[config.mk]
export PLATFORM = sky130hd
export DESIGN_NAME = glyph_proportion_bound_tuner
export DESIGN_NICKNAME = d
export VERILOG_FILES = /design/src/rtl/gpbt_pkg.sv /design/src/rtl/gpbt_cfg_regs.sv /design/src/rtl/gpbt_divider.sv /design/src/rtl/glyph_proportion_bound_tuner.sv
export SDC_FILE = /design/constraint.sdc
export NUM_CORES = 1
export LEC_CHECK = 0
export BUFFER_PORTS_ARGS = -buffer_cell sky130_fd_sc_hd__buf_2
export CAP_MARGIN = 5
export CORE_ASPECT_RATIO = 0.8
export CORE_MARGIN = 5
export CORE_UTILIZATION = 30
export CTS_BUF_LIST = sky130_fd_sc_hd__clkbuf_4 sky130_fd_sc_hd__clkbuf_8
export CTS_CLUSTER_DIAMETER = 50
export CTS_CLUSTER_SIZE = 30
export DETAILED_ROUTE_END_ITERATION = 12
export SYNTH_ARGS = -nofsm -noshare
export SYNTH_HDL_FRONTEND = slang
export SYNTH_SLANG_ARGS = --single-unit
[constraint.sdc]
create_clock -name clk -period 17.96 [get_ports clk]
set_clock_uncertainty 0.05 [all_clocks]
set_input_delay 3.592 -clock clk [delete_from_list [all_inputs] [get_ports clk]]
set_output_delay 3.592 -clock clk [all_outputs]
set_load 0.01 [all_outputs]
[src/rtl/gpbt_pkg.sv]
// ----------------------------------------------------------------------------
// gpbt_pkg
// Shared types and constants of the glyph proportion bound tuner.
// ----------------------------------------------------------------------------
package gpbt_pkg;

	// default parameter values
	localparam int DIM_BITS_DEF   = 10;
	localparam int COUNT_BITS_DEF = 8;

	// fixed field widths
	localparam int KIND_BITS  = 2;
	localparam int BOUND_BITS = 8;
	localparam int PASS_BITS  = 4;
	localparam int DELTA_BITS = 8;
	localparam int VOTE_BITS  = 3;
	localparam int OUT_BITS   = 2 * DELTA_BITS + VOTE_BITS + 2;
	localparam int OUT_DATA_BITS = ((OUT_BITS + 7) / 8) * 8;

	// aspect ratio arithmetic
	localparam int RATIO_FRAC_BITS = 6;                    // ratio = 64*min/max
	localparam int QUO_BITS        = RATIO_FRAC_BITS + 1;  // quotient 0..64
	localparam int RATIO_BITS      = RATIO_FRAC_BITS + 2;  // ratio 0..128
	localparam int RATIO_FULL      = 128;
	localparam int IDX_BITS        = RATIO_BITS + 2;       // 7*ratio, up to 896
	localparam int ASPECT_MUL      = 7;
	localparam int BOUND_MUL       = 6;
	localparam int CMP_BITS        = 13;                   // signed bound range
	localparam int FAX_HEIGHT_ADD  = 2;

	// delta limits
	localparam int DELTA_LIMIT    = 14;
	localparam int ONE_LINE_LIMIT = 4;

	// configuration port
	localparam int APB_ADDR_BITS = 3;
	localparam int APB_DATA_BITS = 32;
	localparam logic REG_ENABLE  = 1'b0;
	localparam logic REG_DHF     = 1'b1;

	// cell kinds
	typedef enum logic [KIND_BITS-1:0] {
		KIND_GOOD  = 2'd0,
		KIND_BAD   = 2'd1,
		KIND_OTHER = 2'd2
	} kind_t;

	// configuration register contents
	typedef struct packed {
		logic enable;
		logic double_height_fax;
	} cfg_t;

endpackage

[src/rtl/gpbt_cfg_regs.sv]
// ----------------------------------------------------------------------------
// gpbt_cfg_regs
// APB register file: enable and double height fax mode.
// ----------------------------------------------------------------------------
module gpbt_cfg_regs (
	input  logic                                 clk,
	input  logic                                 arst_n,
	input  logic                                 psel,
	input  logic                                 penable,
	input  logic                                 pwrite,
	input  logic [gpbt_pkg::APB_ADDR_BITS-1:0]   paddr,
	input  logic [gpbt_pkg::APB_DATA_BITS-1:0]   pwdata,
	output logic [gpbt_pkg::APB_DATA_BITS-1:0]   prdata,
	output logic                                 pready,
	output gpbt_pkg::cfg_t                       cfg
);

	logic reg_idx;
	logic wr_en;
	logic rd_bit;
	gpbt_pkg::cfg_t cfg_q;

	assign pready  = 1'b1;
	assign reg_idx = paddr[2];
	assign wr_en   = psel & penable & pwrite & pready;

	// register write
	always_ff @(posedge clk or negedge arst_n) begin
		if (!arst_n) begin
			cfg_q.enable            <= 1'b1;
			cfg_q.double_height_fax <= 1'b0;
		end else if (wr_en) begin
			unique case (reg_idx)
				gpbt_pkg::REG_ENABLE: cfg_q.enable            <= pwdata[0];
				gpbt_pkg::REG_DHF:    cfg_q.double_height_fax <= pwdata[0];
				default: ;
			endcase
		end
	end

	// read mux, word aligned addresses only
	always_comb begin
		unique case (reg_idx)
			gpbt_pkg::REG_ENABLE: rd_bit = cfg_q.enable;
			gpbt_pkg::REG_DHF:    rd_bit = cfg_q.double_height_fax;
			default:              rd_bit = 1'b0;
		endcase
		prdata = (paddr[1:0] == 2'b00) ?
			{{(gpbt_pkg::APB_DATA_BITS-1){1'b0}}, rd_bit} : '0;
	end

	assign cfg = cfg_q;

endmodule

[src/rtl/gpbt_divider.sv]
// ----------------------------------------------------------------------------
// gpbt_divider
// Restoring divider, one quotient bit per cycle: quo = (num << (QBITS-1)) / den
// with num <= den, so the quotient fits in QBITS bits.
// ----------------------------------------------------------------------------
module gpbt_divider #(
	parameter int WIDTH = gpbt_pkg::DIM_BITS_DEF + 1,
	parameter int QBITS = gpbt_pkg::QUO_BITS
) (
	input  logic             clk,
	input  logic             arst_n,
	input  logic             start,
	input  logic [WIDTH-1:0] num,
	input  logic [WIDTH-1:0] den,
	output logic             done,
	output logic [QBITS-1:0] quo
);

	localparam int CNT_BITS = (QBITS > 1) ? $clog2(QBITS) : 1;

	logic [WIDTH:0]    rem_q;
	logic [WIDTH-1:0]  den_q;
	logic [QBITS-1:0]  quo_q;
	logic [CNT_BITS-1:0] cnt_q;
	logic              busy_q;
	logic              done_q;

	logic              ge;
	logic [WIDTH:0]    diff;
	logic [WIDTH:0]    r_next;

	// one compare and subtract per step
	assign ge     = rem_q >= {1'b0, den_q};
	assign diff   = rem_q - {1'b0, den_q};
	assign r_next = ge ? diff : rem_q;

	// control
	always_ff @(posedge clk or negedge arst_n) begin
		if (!arst_n) begin
			busy_q <= 1'b0;
			done_q <= 1'b0;
			cnt_q  <= '0;
		end else begin
			done_q <= 1'b0;
			if (start) begin
				busy_q <= 1'b1;
				cnt_q  <= CNT_BITS'(QBITS - 1);
			end else if (busy_q) begin
				if (cnt_q == '0) begin
					busy_q <= 1'b0;
					done_q <= 1'b1;
				end else begin
					cnt_q <= cnt_q - 1'b1;
				end
			end
		end
	end

	// datapath
	always_ff @(posedge clk) begin
		if (start) begin
			rem_q <= {1'b0, num};
			den_q <= den;
			quo_q <= '0;
		end else if (busy_q) begin
			rem_q <= {r_next[WIDTH-1:0], 1'b0};
			quo_q <= {quo_q[QBITS-2:0], ge};
		end
	end

	assign done = done_q;
	assign quo  = quo_q;

	// checks
	a_no_restart: assert property (@(posedge clk) disable iff (!arst_n)
		start |-> !busy_q) else $error("divider started while busy");
	a_done_idle: assert property (@(posedge clk) disable iff (!arst_n)
		done_q |-> !busy_q) else $error("divider done while still busy");

endmodule

[src/rtl/glyph_proportion_bound_tuner.sv]
// ----------------------------------------------------------------------------
// glyph_proportion_bound_tuner
// Per-line tuning of the letter aspect bound widenings.
// ----------------------------------------------------------------------------
// Cells of a text line enter on the s_ stream, one cell per word, the last
// cell of the line marked by s_tlast. Each well recognized letter gets an
// aspect index from one serial division (one quotient bit per cycle) and is
// counted against its bounds; refused letters bump the extra counters.
// On the last cell the two widening deltas are updated and one result word
// (deltas, vote count, flags) leaves on the m_ stream.
// s_tready is high only while the sequencer is idle. A letter cell passes
// LOAD, the 7 step divide (DIV, skipped for a zero larger side) and EVAL
// before the next s_tready; any other cell passes LOAD only. A last cell adds
// the end-of-line update (FIN1, FIN2); m_tvalid rises once FIN2 loads the result.
// The result sits in an output register; a stalled receiver holds it there
// while the block goes on with the next line, and only the next result
// waits for it. With enable low, accepted cells are dropped.
// Reset clears the deltas and counters and starts a new line; the APB
// registers return to enable = 1, double_height_fax = 0.
// ----------------------------------------------------------------------------
module glyph_proportion_bound_tuner #(
	parameter int DIM_BITS   = gpbt_pkg::DIM_BITS_DEF,
	parameter int COUNT_BITS = gpbt_pkg::COUNT_BITS_DEF,
	localparam int IN_BITS   = 2 * DIM_BITS + 2 * gpbt_pkg::BOUND_BITS + 2 +
	                           gpbt_pkg::PASS_BITS,
	localparam int IN_DATA_BITS = ((IN_BITS + 7) / 8) * 8
) (
	input  logic                                     clk,
	input  logic                                     arst_n,
	// cell stream
	input  logic                                     s_tvalid,
	output logic                                     s_tready,
	// height, width, bound_min, bound_max, refused_wide, refused_narrow,
	// pass_index (lowest bits first), zero padded
	input  logic [IN_DATA_BITS-1:0]                  s_tdata,
	// kind
	input  logic [gpbt_pkg::KIND_BITS-1:0]           s_tuser,
	input  logic                                     s_tlast,
	// result stream
	output logic                                     m_tvalid,
	input  logic                                     m_tready,
	// left_delta, right_delta, rerecog_votes, trouble, final_rerecog
	// (lowest bits first), zero padded
	output logic [gpbt_pkg::OUT_DATA_BITS-1:0]       m_tdata,
	// configuration
	input  logic                                     psel,
	input  logic                                     penable,
	input  logic                                     pwrite,
	input  logic [gpbt_pkg::APB_ADDR_BITS-1:0]       paddr,
	input  logic [gpbt_pkg::APB_DATA_BITS-1:0]       pwdata,
	output logic [gpbt_pkg::APB_DATA_BITS-1:0]       prdata,
	output logic                                     pready
);

	localparam int H_BITS  = DIM_BITS + 1;
	localparam int VW      = COUNT_BITS + 5;
	localparam int DB      = gpbt_pkg::DELTA_BITS;
	localparam int BB      = gpbt_pkg::BOUND_BITS;
	localparam int CB      = gpbt_pkg::CMP_BITS;
	localparam int OFS_W   = DIM_BITS;
	localparam int OFS_A   = 2 * DIM_BITS;
	localparam int OFS_B   = OFS_A + BB;
	localparam int OFS_RW  = OFS_B + BB;
	localparam int OFS_RN  = OFS_RW + 1;
	localparam int OFS_P   = OFS_RN + 1;
	localparam logic [COUNT_BITS-1:0] CNT_MAX = '1;
	localparam logic [DB-1:0]         DLT_MAX = '1;

	typedef enum logic [5:0] {
		ST_IDLE = 6'b000001,
		ST_LOAD = 6'b000010,
		ST_DIV  = 6'b000100,
		ST_EVAL = 6'b001000,
		ST_FIN1 = 6'b010000,
		ST_FIN2 = 6'b100000
	} state_t;

	// saturating increments
	function automatic logic [COUNT_BITS-1:0] cnt_up(input logic [COUNT_BITS-1:0] c);
		return (c == CNT_MAX) ? c : c + 1'b1;
	endfunction

	function automatic logic [DB-1:0] dlt_up(input logic [DB-1:0] d);
		return (d == DLT_MAX) ? d : d + 1'b1;
	endfunction

	// one side of the end-of-line delta update
	function automatic logic [DB-1:0] side_update(
		input logic [DB-1:0]         d,
		input logic [COUNT_BITS-1:0] plain,
		input logic [COUNT_BITS-1:0] extra,
		input logic [COUNT_BITS-1:0] n,
		input logic                  pass_nz
	);
		logic [DB-1:0] d1;
		logic [DB-1:0] d2;
		logic [VW-1:0] v;
		d1 = (plain > COUNT_BITS'(3)) ? dlt_up(d) : d;
		d2 = d1;
		v  = VW'(plain);
		if (d1 == '0 || pass_nz) begin
			if (extra > COUNT_BITS'(1))
				d2 = dlt_up(d1);
			else
				v = v + (VW'(extra) << 1);
		end
		return ((v << 3) > VW'(n)) ? dlt_up(d2) : d2;
	endfunction

	// one side's vote, 0 or 1
	function automatic logic side_vote(
		input logic [COUNT_BITS-1:0] base,
		input logic [COUNT_BITS-1:0] extra,
		input logic [COUNT_BITS-1:0] n
	);
		logic more;
		logic one;
		logic none;
		more = extra > COUNT_BITS'(1);
		one  = (extra == COUNT_BITS'(1)) && (((VW'(base) + 1'b1) << 3) > VW'(n));
		none = (extra == '0) && ((VW'(base) << 2) > VW'(n));
		return more | one | none;
	endfunction

	gpbt_pkg::cfg_t cfg;
	state_t state_q, state_d;

	// latched cell
	gpbt_pkg::kind_t     kind_q;
	logic [H_BITS-1:0]   hgt_q;
	logic [DIM_BITS-1:0] wid_q;
	logic [BB-1:0]       a_q, b_q;
	logic                rw_q, rn_q, last_q;
	logic [gpbt_pkg::PASS_BITS-1:0] pass_q;

	// line state
	logic [DB-1:0]         left_q, right_q;
	logic [COUNT_BITS-1:0] cell_q, narrow_q, wide_q, mnarrow_q, mwide_q;
	logic [COUNT_BITS-1:0] xnarrow_q, xwide_q;
	logic                  line_start_q;

	// output register
	logic                               m_tvalid_q;
	logic [gpbt_pkg::OUT_DATA_BITS-1:0] m_tdata_q;

	logic in_acc, out_load, pass_nz;
	logic [H_BITS-1:0] h_in, w_ext, div_num, div_den;
	logic w_gt, den_zero, div_start, div_done;
	logic [gpbt_pkg::QUO_BITS-1:0] quo;
	logic [gpbt_pkg::RATIO_BITS-1:0] ratio;
	logic [gpbt_pkg::IDX_BITS-1:0] idx;
	logic signed [CB-1:0] idx_s, a_s, b_s, l_s, r_s, lo, hi, mlo, mhi;
	logic [COUNT_BITS-1:0] cell_b, narrow_b, wide_b, mnarrow_b, mwide_b, xn_b, xw_b;
	logic [VW-1:0] vl, vr;
	logic [DB-1:0] left_upd, right_upd;
	logic one_line;
	logic [gpbt_pkg::VOTE_BITS-1:0] votes;
	logic trouble, final_rerecog;

	gpbt_cfg_regs u_cfg (
		.clk     (clk),
		.arst_n  (arst_n),
		.psel    (psel),
		.penable (penable),
		.pwrite  (pwrite),
		.paddr   (paddr),
		.pwdata  (pwdata),
		.prdata  (prdata),
		.pready  (pready),
		.cfg     (cfg)
	);

	gpbt_divider #(
		.WIDTH (H_BITS),
		.QBITS (gpbt_pkg::QUO_BITS)
	) u_div (
		.clk    (clk),
		.arst_n (arst_n),
		.start  (div_start),
		.num    (div_num),
		.den    (div_den),
		.done   (div_done),
		.quo    (quo)
	);

	// handshake
	assign s_tready = (state_q == ST_IDLE);
	assign in_acc   = s_tvalid & s_tready;
	assign out_load = (state_q == ST_FIN2) & (~m_tvalid_q | m_tready);
	assign pass_nz  = (pass_q != '0);

	// height, widened in fax mode
	assign h_in = H_BITS'(s_tdata[DIM_BITS-1:0]) +
		(cfg.double_height_fax ? H_BITS'(gpbt_pkg::FAX_HEIGHT_ADD) : '0);

	// divider operands: smaller side over larger side
	assign w_ext     = H_BITS'(wid_q);
	assign w_gt      = w_ext > hgt_q;
	assign div_num   = w_gt ? hgt_q : w_ext;
	assign div_den   = w_gt ? w_ext : hgt_q;
	assign den_zero  = (div_den == '0);
	assign div_start = (state_q == ST_LOAD) && (kind_q == gpbt_pkg::KIND_GOOD) && !den_zero;

	// aspect index and bounds
	always_comb begin
		if (den_zero)
			ratio = '0;
		else if (w_gt)
			ratio = gpbt_pkg::RATIO_BITS'(gpbt_pkg::RATIO_FULL) - gpbt_pkg::RATIO_BITS'(quo);
		else
			ratio = gpbt_pkg::RATIO_BITS'(quo);
		idx   = gpbt_pkg::IDX_BITS'(ratio) * gpbt_pkg::IDX_BITS'(gpbt_pkg::ASPECT_MUL);
		idx_s = $signed(CB'(idx));
		a_s   = $signed(CB'(a_q));
		b_s   = $signed(CB'(b_q));
		l_s   = $signed(CB'(left_q));
		r_s   = $signed(CB'(right_q));
		lo    = (a_s - l_s) * $signed(CB'(gpbt_pkg::BOUND_MUL)) + b_s;
		hi    = (b_s + r_s) * $signed(CB'(gpbt_pkg::BOUND_MUL)) + a_s;
		mlo   = a_s * $signed(CB'(gpbt_pkg::BOUND_MUL)) + b_s;
		mhi   = b_s * $signed(CB'(gpbt_pkg::BOUND_MUL)) + a_s;
	end

	// counters as seen by this cell, cleared at line start
	always_comb begin
		cell_b    = line_start_q ? '0 : cell_q;
		narrow_b  = line_start_q ? '0 : narrow_q;
		wide_b    = line_start_q ? '0 : wide_q;
		mnarrow_b = line_start_q ? '0 : mnarrow_q;
		mwide_b   = line_start_q ? '0 : mwide_q;
		xn_b      = line_start_q ? '0 : xnarrow_q;
		xw_b      = line_start_q ? '0 : xwide_q;
	end

	// end-of-line delta update
	always_comb begin
		left_upd  = side_update(left_q, narrow_q, xnarrow_q, cell_q, pass_nz);
		right_upd = side_update(right_q, wide_q, xwide_q, cell_q, pass_nz);
		vl = (VW'(xnarrow_q) << 1) + VW'(mnarrow_q);
		vr = (VW'(xwide_q) << 1) + VW'(mwide_q);
		if (!pass_nz) begin
			if (vl < VW'(4) && (vl << 3) < VW'(cell_q))
				left_upd = '0;
			if (vr < VW'(4) && (vr << 3) < VW'(cell_q))
				right_upd = '0;
		end
	end

	// votes from the line counters, flags from the final deltas
	always_comb begin
		one_line = (cell_q == COUNT_BITS'(1)) &&
			(left_q > DB'(gpbt_pkg::ONE_LINE_LIMIT) ||
			 right_q > DB'(gpbt_pkg::ONE_LINE_LIMIT));
		if (one_line)
			votes = '0;
		else if (pass_nz)
			votes = gpbt_pkg::VOTE_BITS'(side_vote(narrow_q, xnarrow_q, cell_q)) +
				gpbt_pkg::VOTE_BITS'(side_vote(wide_q, xwide_q, cell_q));
		else
			votes = gpbt_pkg::VOTE_BITS'(side_vote(mnarrow_q, xnarrow_q, cell_q)) +
				gpbt_pkg::VOTE_BITS'(side_vote(mwide_q, xwide_q, cell_q));
		trouble = (left_q > DB'(gpbt_pkg::DELTA_LIMIT)) ||
			(right_q > DB'(gpbt_pkg::DELTA_LIMIT));
		final_rerecog = (votes == '0) && (left_q != '0 || right_q != '0);
	end

	// sequencer
	always_comb begin
		state_d = state_q;
		unique case (state_q)
			ST_IDLE: if (in_acc && cfg.enable) state_d = ST_LOAD;
			ST_LOAD: begin
				if (kind_q == gpbt_pkg::KIND_GOOD)
					state_d = den_zero ? ST_EVAL : ST_DIV;
				else
					state_d = last_q ? ST_FIN1 : ST_IDLE;
			end
			ST_DIV:  if (div_done) state_d = ST_EVAL;
			ST_EVAL: state_d = last_q ? ST_FIN1 : ST_IDLE;
			ST_FIN1: state_d = ST_FIN2;
			ST_FIN2: if (out_load) state_d = ST_IDLE;
			default: state_d = ST_IDLE;
		endcase
	end

	always_ff @(posedge clk or negedge arst_n) begin
		if (!arst_n)
			state_q <= ST_IDLE;
		else
			state_q <= state_d;
	end

	// cell capture
	always_ff @(posedge clk) begin
		if (in_acc) begin
			kind_q <= gpbt_pkg::kind_t'(s_tuser);
			hgt_q  <= h_in;
			wid_q  <= s_tdata[OFS_W +: DIM_BITS];
			a_q    <= s_tdata[OFS_A +: BB];
			b_q    <= s_tdata[OFS_B +: BB];
			rw_q   <= s_tdata[OFS_RW];
			rn_q   <= s_tdata[OFS_RN];
			pass_q <= s_tdata[OFS_P +: gpbt_pkg::PASS_BITS];
			last_q <= s_tlast;
		end
	end

	// line state: counters and deltas
	always_ff @(posedge clk or negedge arst_n) begin
		if (!arst_n) begin
			left_q       <= '0;
			right_q      <= '0;
			cell_q       <= '0;
			narrow_q     <= '0;
			wide_q       <= '0;
			mnarrow_q    <= '0;
			mwide_q      <= '0;
			xnarrow_q    <= '0;
			xwide_q      <= '0;
			line_start_q <= 1'b1;
		end else begin
			if (state_q == ST_LOAD) begin
				cell_q    <= cnt_up(cell_b);
				narrow_q  <= narrow_b;
				wide_q    <= wide_b;
				mnarrow_q <= mnarrow_b;
				mwide_q   <= mwide_b;
				xnarrow_q <= (kind_q == gpbt_pkg::KIND_BAD && rn_q) ? cnt_up(xn_b) : xn_b;
				xwide_q   <= (kind_q == gpbt_pkg::KIND_BAD && rw_q) ? cnt_up(xw_b) : xw_b;
				// first pass over a line drops runaway deltas
				if (line_start_q && !pass_nz) begin
					if (left_q > DB'(gpbt_pkg::DELTA_LIMIT))
						left_q <= '0;
					if (right_q > DB'(gpbt_pkg::DELTA_LIMIT))
						right_q <= '0;
				end
				line_start_q <= 1'b0;
			end
			if (state_q == ST_EVAL) begin
				if (idx_s < lo)  narrow_q  <= cnt_up(narrow_q);
				if (idx_s > hi)  wide_q    <= cnt_up(wide_q);
				if (idx_s < mlo) mnarrow_q <= cnt_up(mnarrow_q);
				if (idx_s > mhi) mwide_q   <= cnt_up(mwide_q);
			end
			if (state_q == ST_FIN1) begin
				left_q  <= left_upd;
				right_q <= right_upd;
			end
			if (out_load)
				line_start_q <= 1'b1;
		end
	end

	// result register
	always_ff @(posedge clk or negedge arst_n) begin
		if (!arst_n)
			m_tvalid_q <= 1'b0;
		else if (out_load)
			m_tvalid_q <= 1'b1;
		else if (m_tready)
			m_tvalid_q <= 1'b0;
	end

	always_ff @(posedge clk) begin
		if (out_load)
			m_tdata_q <= gpbt_pkg::OUT_DATA_BITS'({final_rerecog, trouble, votes,
				right_q, left_q});
	end

	assign m_tvalid = m_tvalid_q;
	assign m_tdata  = m_tdata_q;

	// checks
	a_div_in_div: assert property (@(posedge clk) disable iff (!arst_n)
		div_done |-> state_q == ST_DIV) else $error("division result outside divide step");
	a_disabled_drop: assert property (@(posedge clk) disable iff (!arst_n)
		(in_acc && !cfg.enable) |=> state_q == ST_IDLE)
		else $error("cell processed while disabled");
	a_result_src: assert property (@(posedge clk) disable iff (!arst_n)
		$rose(m_tvalid_q) |-> $past(state_q == ST_FIN2))
		else $error("result word without end-of-line update");
	a_eval_in_line: assert property (@(posedge clk) disable iff (!arst_n)
		state_q == ST_EVAL |-> !line_start_q) else $error("letter counted before line start");
	a_new_line: assert property (@(posedge clk) disable iff (!arst_n)
		out_load |=> (line_start_q && state_q == ST_IDLE))
		else $error("line not restarted after result");

endmodule
# After elaboration in Yosys (flattened, before gate mapping)
# Index checks and enable logic that the tools add are counted.
# word_totals
ff_bits,184
out_inout_bits,59
word_cells,283
# classes
addsub,33
n_mul,5
n_lt_le_gt_ge,28
n_eq_ne,31
n_mux,90
bitwise,15
n_reduce_logical,50
# op_table
cell,count
$mux W8,56
$add A8 B1 Y8 const B,13
$eq A8 B8 Y1 const B,13
$mux W11,5
$gt A12 B8 Y1,4
$gt A10 B8 Y1,4
$mux W10,4
$add A8 B1 Y9 const B,4
$pmux W6 S6,1
$logic_not A8 Y1,4
$gt A13 B8 Y1,2
$lt A13 B8 Y1,2
$add A11 B8 Y12,2
$eq A8 B1 Y1 const B,3
$add A8 B9 Y10,2
$add A9 B8 Y10,2
$lt A10 B3 Y1 const B,2
$mul A8 B2 Y10 const B,2
$logic_and A1 B1 Y1,18
$mux W6,3
$gt A8 B1 Y1 const B,2
$gt A8 B2 Y1 const B,2
$gt A8 B3 Y1 const B,2
$gt A8 B4 Y1 const B,2
other kinds (47),98

# Logic depth before layout (Yosys ltp)
# depth
depth_word,13
ltp_mapped,32

# By module
# Synthesis repeated with hierarchy kept, for this count alone.
# hier_totals
hier_cells,2093
hier_area_um2,18779.3
# by_module_without_submodules
module,instances,cells_per_inst,area_per_inst_um2
glyph_proportion_bound_tuner,1,1854,16410.7
gpbt_divider,1,197,2016.9
gpbt_cfg_regs,1,42,351.6

# Worst setup path after synthesis
# Ideal clock, no wire load.
# synth_timing
path_kind,in2out
from,input paddr[2] (netlist bit)
to,output prdata[0] (netlist bit)
t_arrival_ns,3.953
slack_ns,10.365
stages,2
path_buffers,0
path_cell_list,mux2i_1 > nor3_1
# synth_via
elab_chain_len,3
# synth_lines
element,line_no,text
from (decl),glyph_proportion_bound_tuner.sv:49,"input logic [gpbt_pkg::APB_ADDR_BITS-1:0] paddr,"
$not A1 Y1 (no source line),-,
$pmux W1 S2 (*),gpbt_cfg_regs.sv:43,unique case (reg_idx)
$mux W1 (*),gpbt_cfg_regs.sv:48,prdata = (paddr[1:0] == 2'b00) ?
to (decl),glyph_proportion_bound_tuner.sv:51,"output logic [gpbt_pkg::APB_DATA_BITS-1:0] prdata,"
# Every way passes the cells marked *; elsewhere a longest branch is shown, timed or not.

# Worst setup path after layout
# Same ends and word-level chain as after synthesis.

==> flow_summary.toml <==
[finish]
syn2layout_area_growth_pct = 8.33
drive_gt1_frac = 0.0938
nets = 2506
fin_util = 0.330
final-seq-area_um2 = 4980
fillCellCount = 6135
multi_input_area_um2 = 12400

[timing]
slew_headroom = 0.317
fin_crit_ns = 7.75
tns_ns = 0
setup_violations = 0
fin_crit_sh = 0.432
rsz0062_at_grt = "false"
final_max_slew_viol_count = 0
timing.fmax_mhz = 129
tightest_slew_ns = 1.02
finalWorstSetupSlack_ns = 10.21
hold_viol = 0

[floorplanning]
num_rows = 80
fp.coreArea_um2 = 60000
fp.dieH_um = 231
ios = 152
die_w_um = 286
initial_utilization = 0.305
die_area_um2 = 66000

[worst_setup_path]
rrSetupSlack_ns = 10.26
slowest_stage = "buf_2"
critPathBufInv = 2
crit_fanout = 3
cp-end-kind = "primary output"
crit_top_cell = "buf_2"
cp_top_family = "buffers and inverters"
max_stage_delay_ns = 0.15
crit_type = "in2out"
crit_path_start_kind = "input port"
crit_path_cell_trace = "buf_2 -> mux2i_1 -> nor3_1 -> buf_2"
worstPathRequired_ns = 14.32
worstPathArrival_ns = 4.11

[grt]
antenna_found_initial = 2
grt_pass1_wl_mm = 79.9
grt_max_degree = 53
grt_pass1_vias = 15391
grt_overflow = 0
grt_usage = 0.149

[drt]
num_vias = 15520
drt_iter0_drc = 1156
routed_wl_mm = 50.2
ant_nets = 0
drt_pre_antenna_iters = 5
post_drt_wl_per_cell_um = 17.2
via_per_inst = 5.31
drc = 0

[job]
max_cap_viol_count = 0

[cts]
cts_tree = "done"
worstSkewPairLatency_ns = 0.54
cts_resized = 0
ctsRootBufferMaster = "clkbuf_8"
clockBufferDepth = 2
ctsHoldBuffers = 0
ctsHtreeMaxLevel = 4
numCtsBuffers = 17
clk_pin_slew_ns = 0.10
post_cts_buffers = 0
cts.sinks = 183

[pwr]
power_leakage_nw = 8.69
vdd_drop_max_uv = 52.5
power-per-cell-area_nw_per_um2 = 105

[yosys]
synth_top_area_share = 0.179
avgSynthCellArea_um2 = 8.82
synthCells = 2072
synth_top_cells_by_area = "ha_1, edfxtp_1, dfrtp_1"
yosysMostFrequentCell = "ha_1"
ys_warn_count = 0
ys.flop_type = "edfxtp_1"
seq_area_frac_synth = 0.273
synth-edff-count = 88
ys_top_cells_by_count = "ha_1, nand2_1, inv_1, a21oi_1, nor2_1"
synth_area_um2 = 18300
yosysTopAreaCell = "ha_1"
async_flop_share = 0.475
ys_seq_elements = 183
ys_types = 100

[place]
port-buffer-count = 78
dp_hpwl_mm = 39.1
gp_congestion = 0.890
post-place-ws_ns = 10.20

[status]
status = "complete, no violations"

[min_path]
hold_class = "reg2reg"
-- through the flow --
stage | area, µm² | std cells | power (mW) | hold slack, ns
after floorplan | 18400 | 2106 | 1.48 | 0.370
after global placement | 19400 | 2891 | 1.72 | 0.408
after detailed placement | 19400 | 2891 | 1.78 | 0.410
after CTS | 19800 | 2923 | 2.08 | 0.426
after global routing | 19800 | 2924 | 2.26 | 0.458
final | 19800 | 2924 | 2.09 | 0.425
-- report_power, final --
| part | internal, mW | switching [mW] | leakage [nW] |
|---|---|---|---|
| Combinational | 0.525 | 0.710 | 6.42 |
| Sequential | 0.488 | 0.0682 | 2.07 |
| Clock | 0.106 | 0.189 | 0.197 |
| Total | 1.12 | 0.967 | 8.69 |
-- sequential cells by signal, indices dropped and copies added (netlist names), 10 cells and up --
register / flops
u_div.rem_q: 12
wid_q: 10
m_tdata: 20
hgt_q: 11
u_div.den_q: 11
-- routing by layer --
metal / global-route usage / wire (µm) / vias up
met3: 0.0259 / 3120 / 65
met2: 0.232 / 21700 / 425
met5: 0 / 13 / -
met1: 0.213 / 24500 / 7375
met4: 0.0429 / 963 / 2
li1: - / - / 7653
-- worst paths after layout --
path | depth (start not counted) | endpoint | start
max reg2reg | 22 | narrow_q[2]$_DFFE_PN0P_ | wid_q[1]$_DFFE_PP_
max | 4 | prdata[0] | paddr[2]
min in group asynchronous | 1 | narrow_q[5]$_DFFE_PN0P_ | arst_n
min reg2reg | 2 | u_div.rem_q[11]$_SDFFE_PP0P_ | u_div.rem_q[11]$_SDFFE_PP0P_
max in group asynchronous | 2 | cell_q[5]$_DFFE_PN0N_ | arst_n
min | 2 | u_div.rem_q[11]$_SDFFE_PP0P_ | u_div.rem_q[11]$_SDFFE_PP0P_
-- worst reg2reg max path, delay by kind of cell, from the launching register on --
kind,cells,cell delay (ns)
AO/OA/AOI/OAI,8,2.81
XOR/XNOR,1,0.52
adder cells (fa/ha/maj),5,1.66
flip-flops,1,0.46
AND/OR/NAND/NOR,8,2.08
-- logic make-up after synthesis --
family          after synthesis  synth area share
compound gates              496             0.177
xor+xnor                    127            0.0616
fa+ha+maj                   284             0.202
buf+inv                     229            0.0560
flops                       183             0.273
mux                          54            0.0317
other cells                   2          0.000411
simple gates                697             0.198
-- cells in the final DEF, fill, tap and decap left out, drive strengths merged, types with 73 or more instances in the layout --
cell,Yosys,final
a21oi,132,132
buf,50,89
dfrtp,84,84
edfxtp,88,88
ha,262,262
inv,146,153
nand2,183,183
nand3,73,73
nor2,129,129
o21ai,127,127
xnor2,78,78
-- layout make-up --
type,count,share of cell area
timing repair buffer,89,0.0240
antenna,1,0.000126
clock buffer,18,0.0122
multi-input combinational,1694,0.627
tap,779,0.0492
inverter,146,0.0277
sequential,183,0.252
clock inverter,14,0.00777
(Power assumes the default switching activity.)
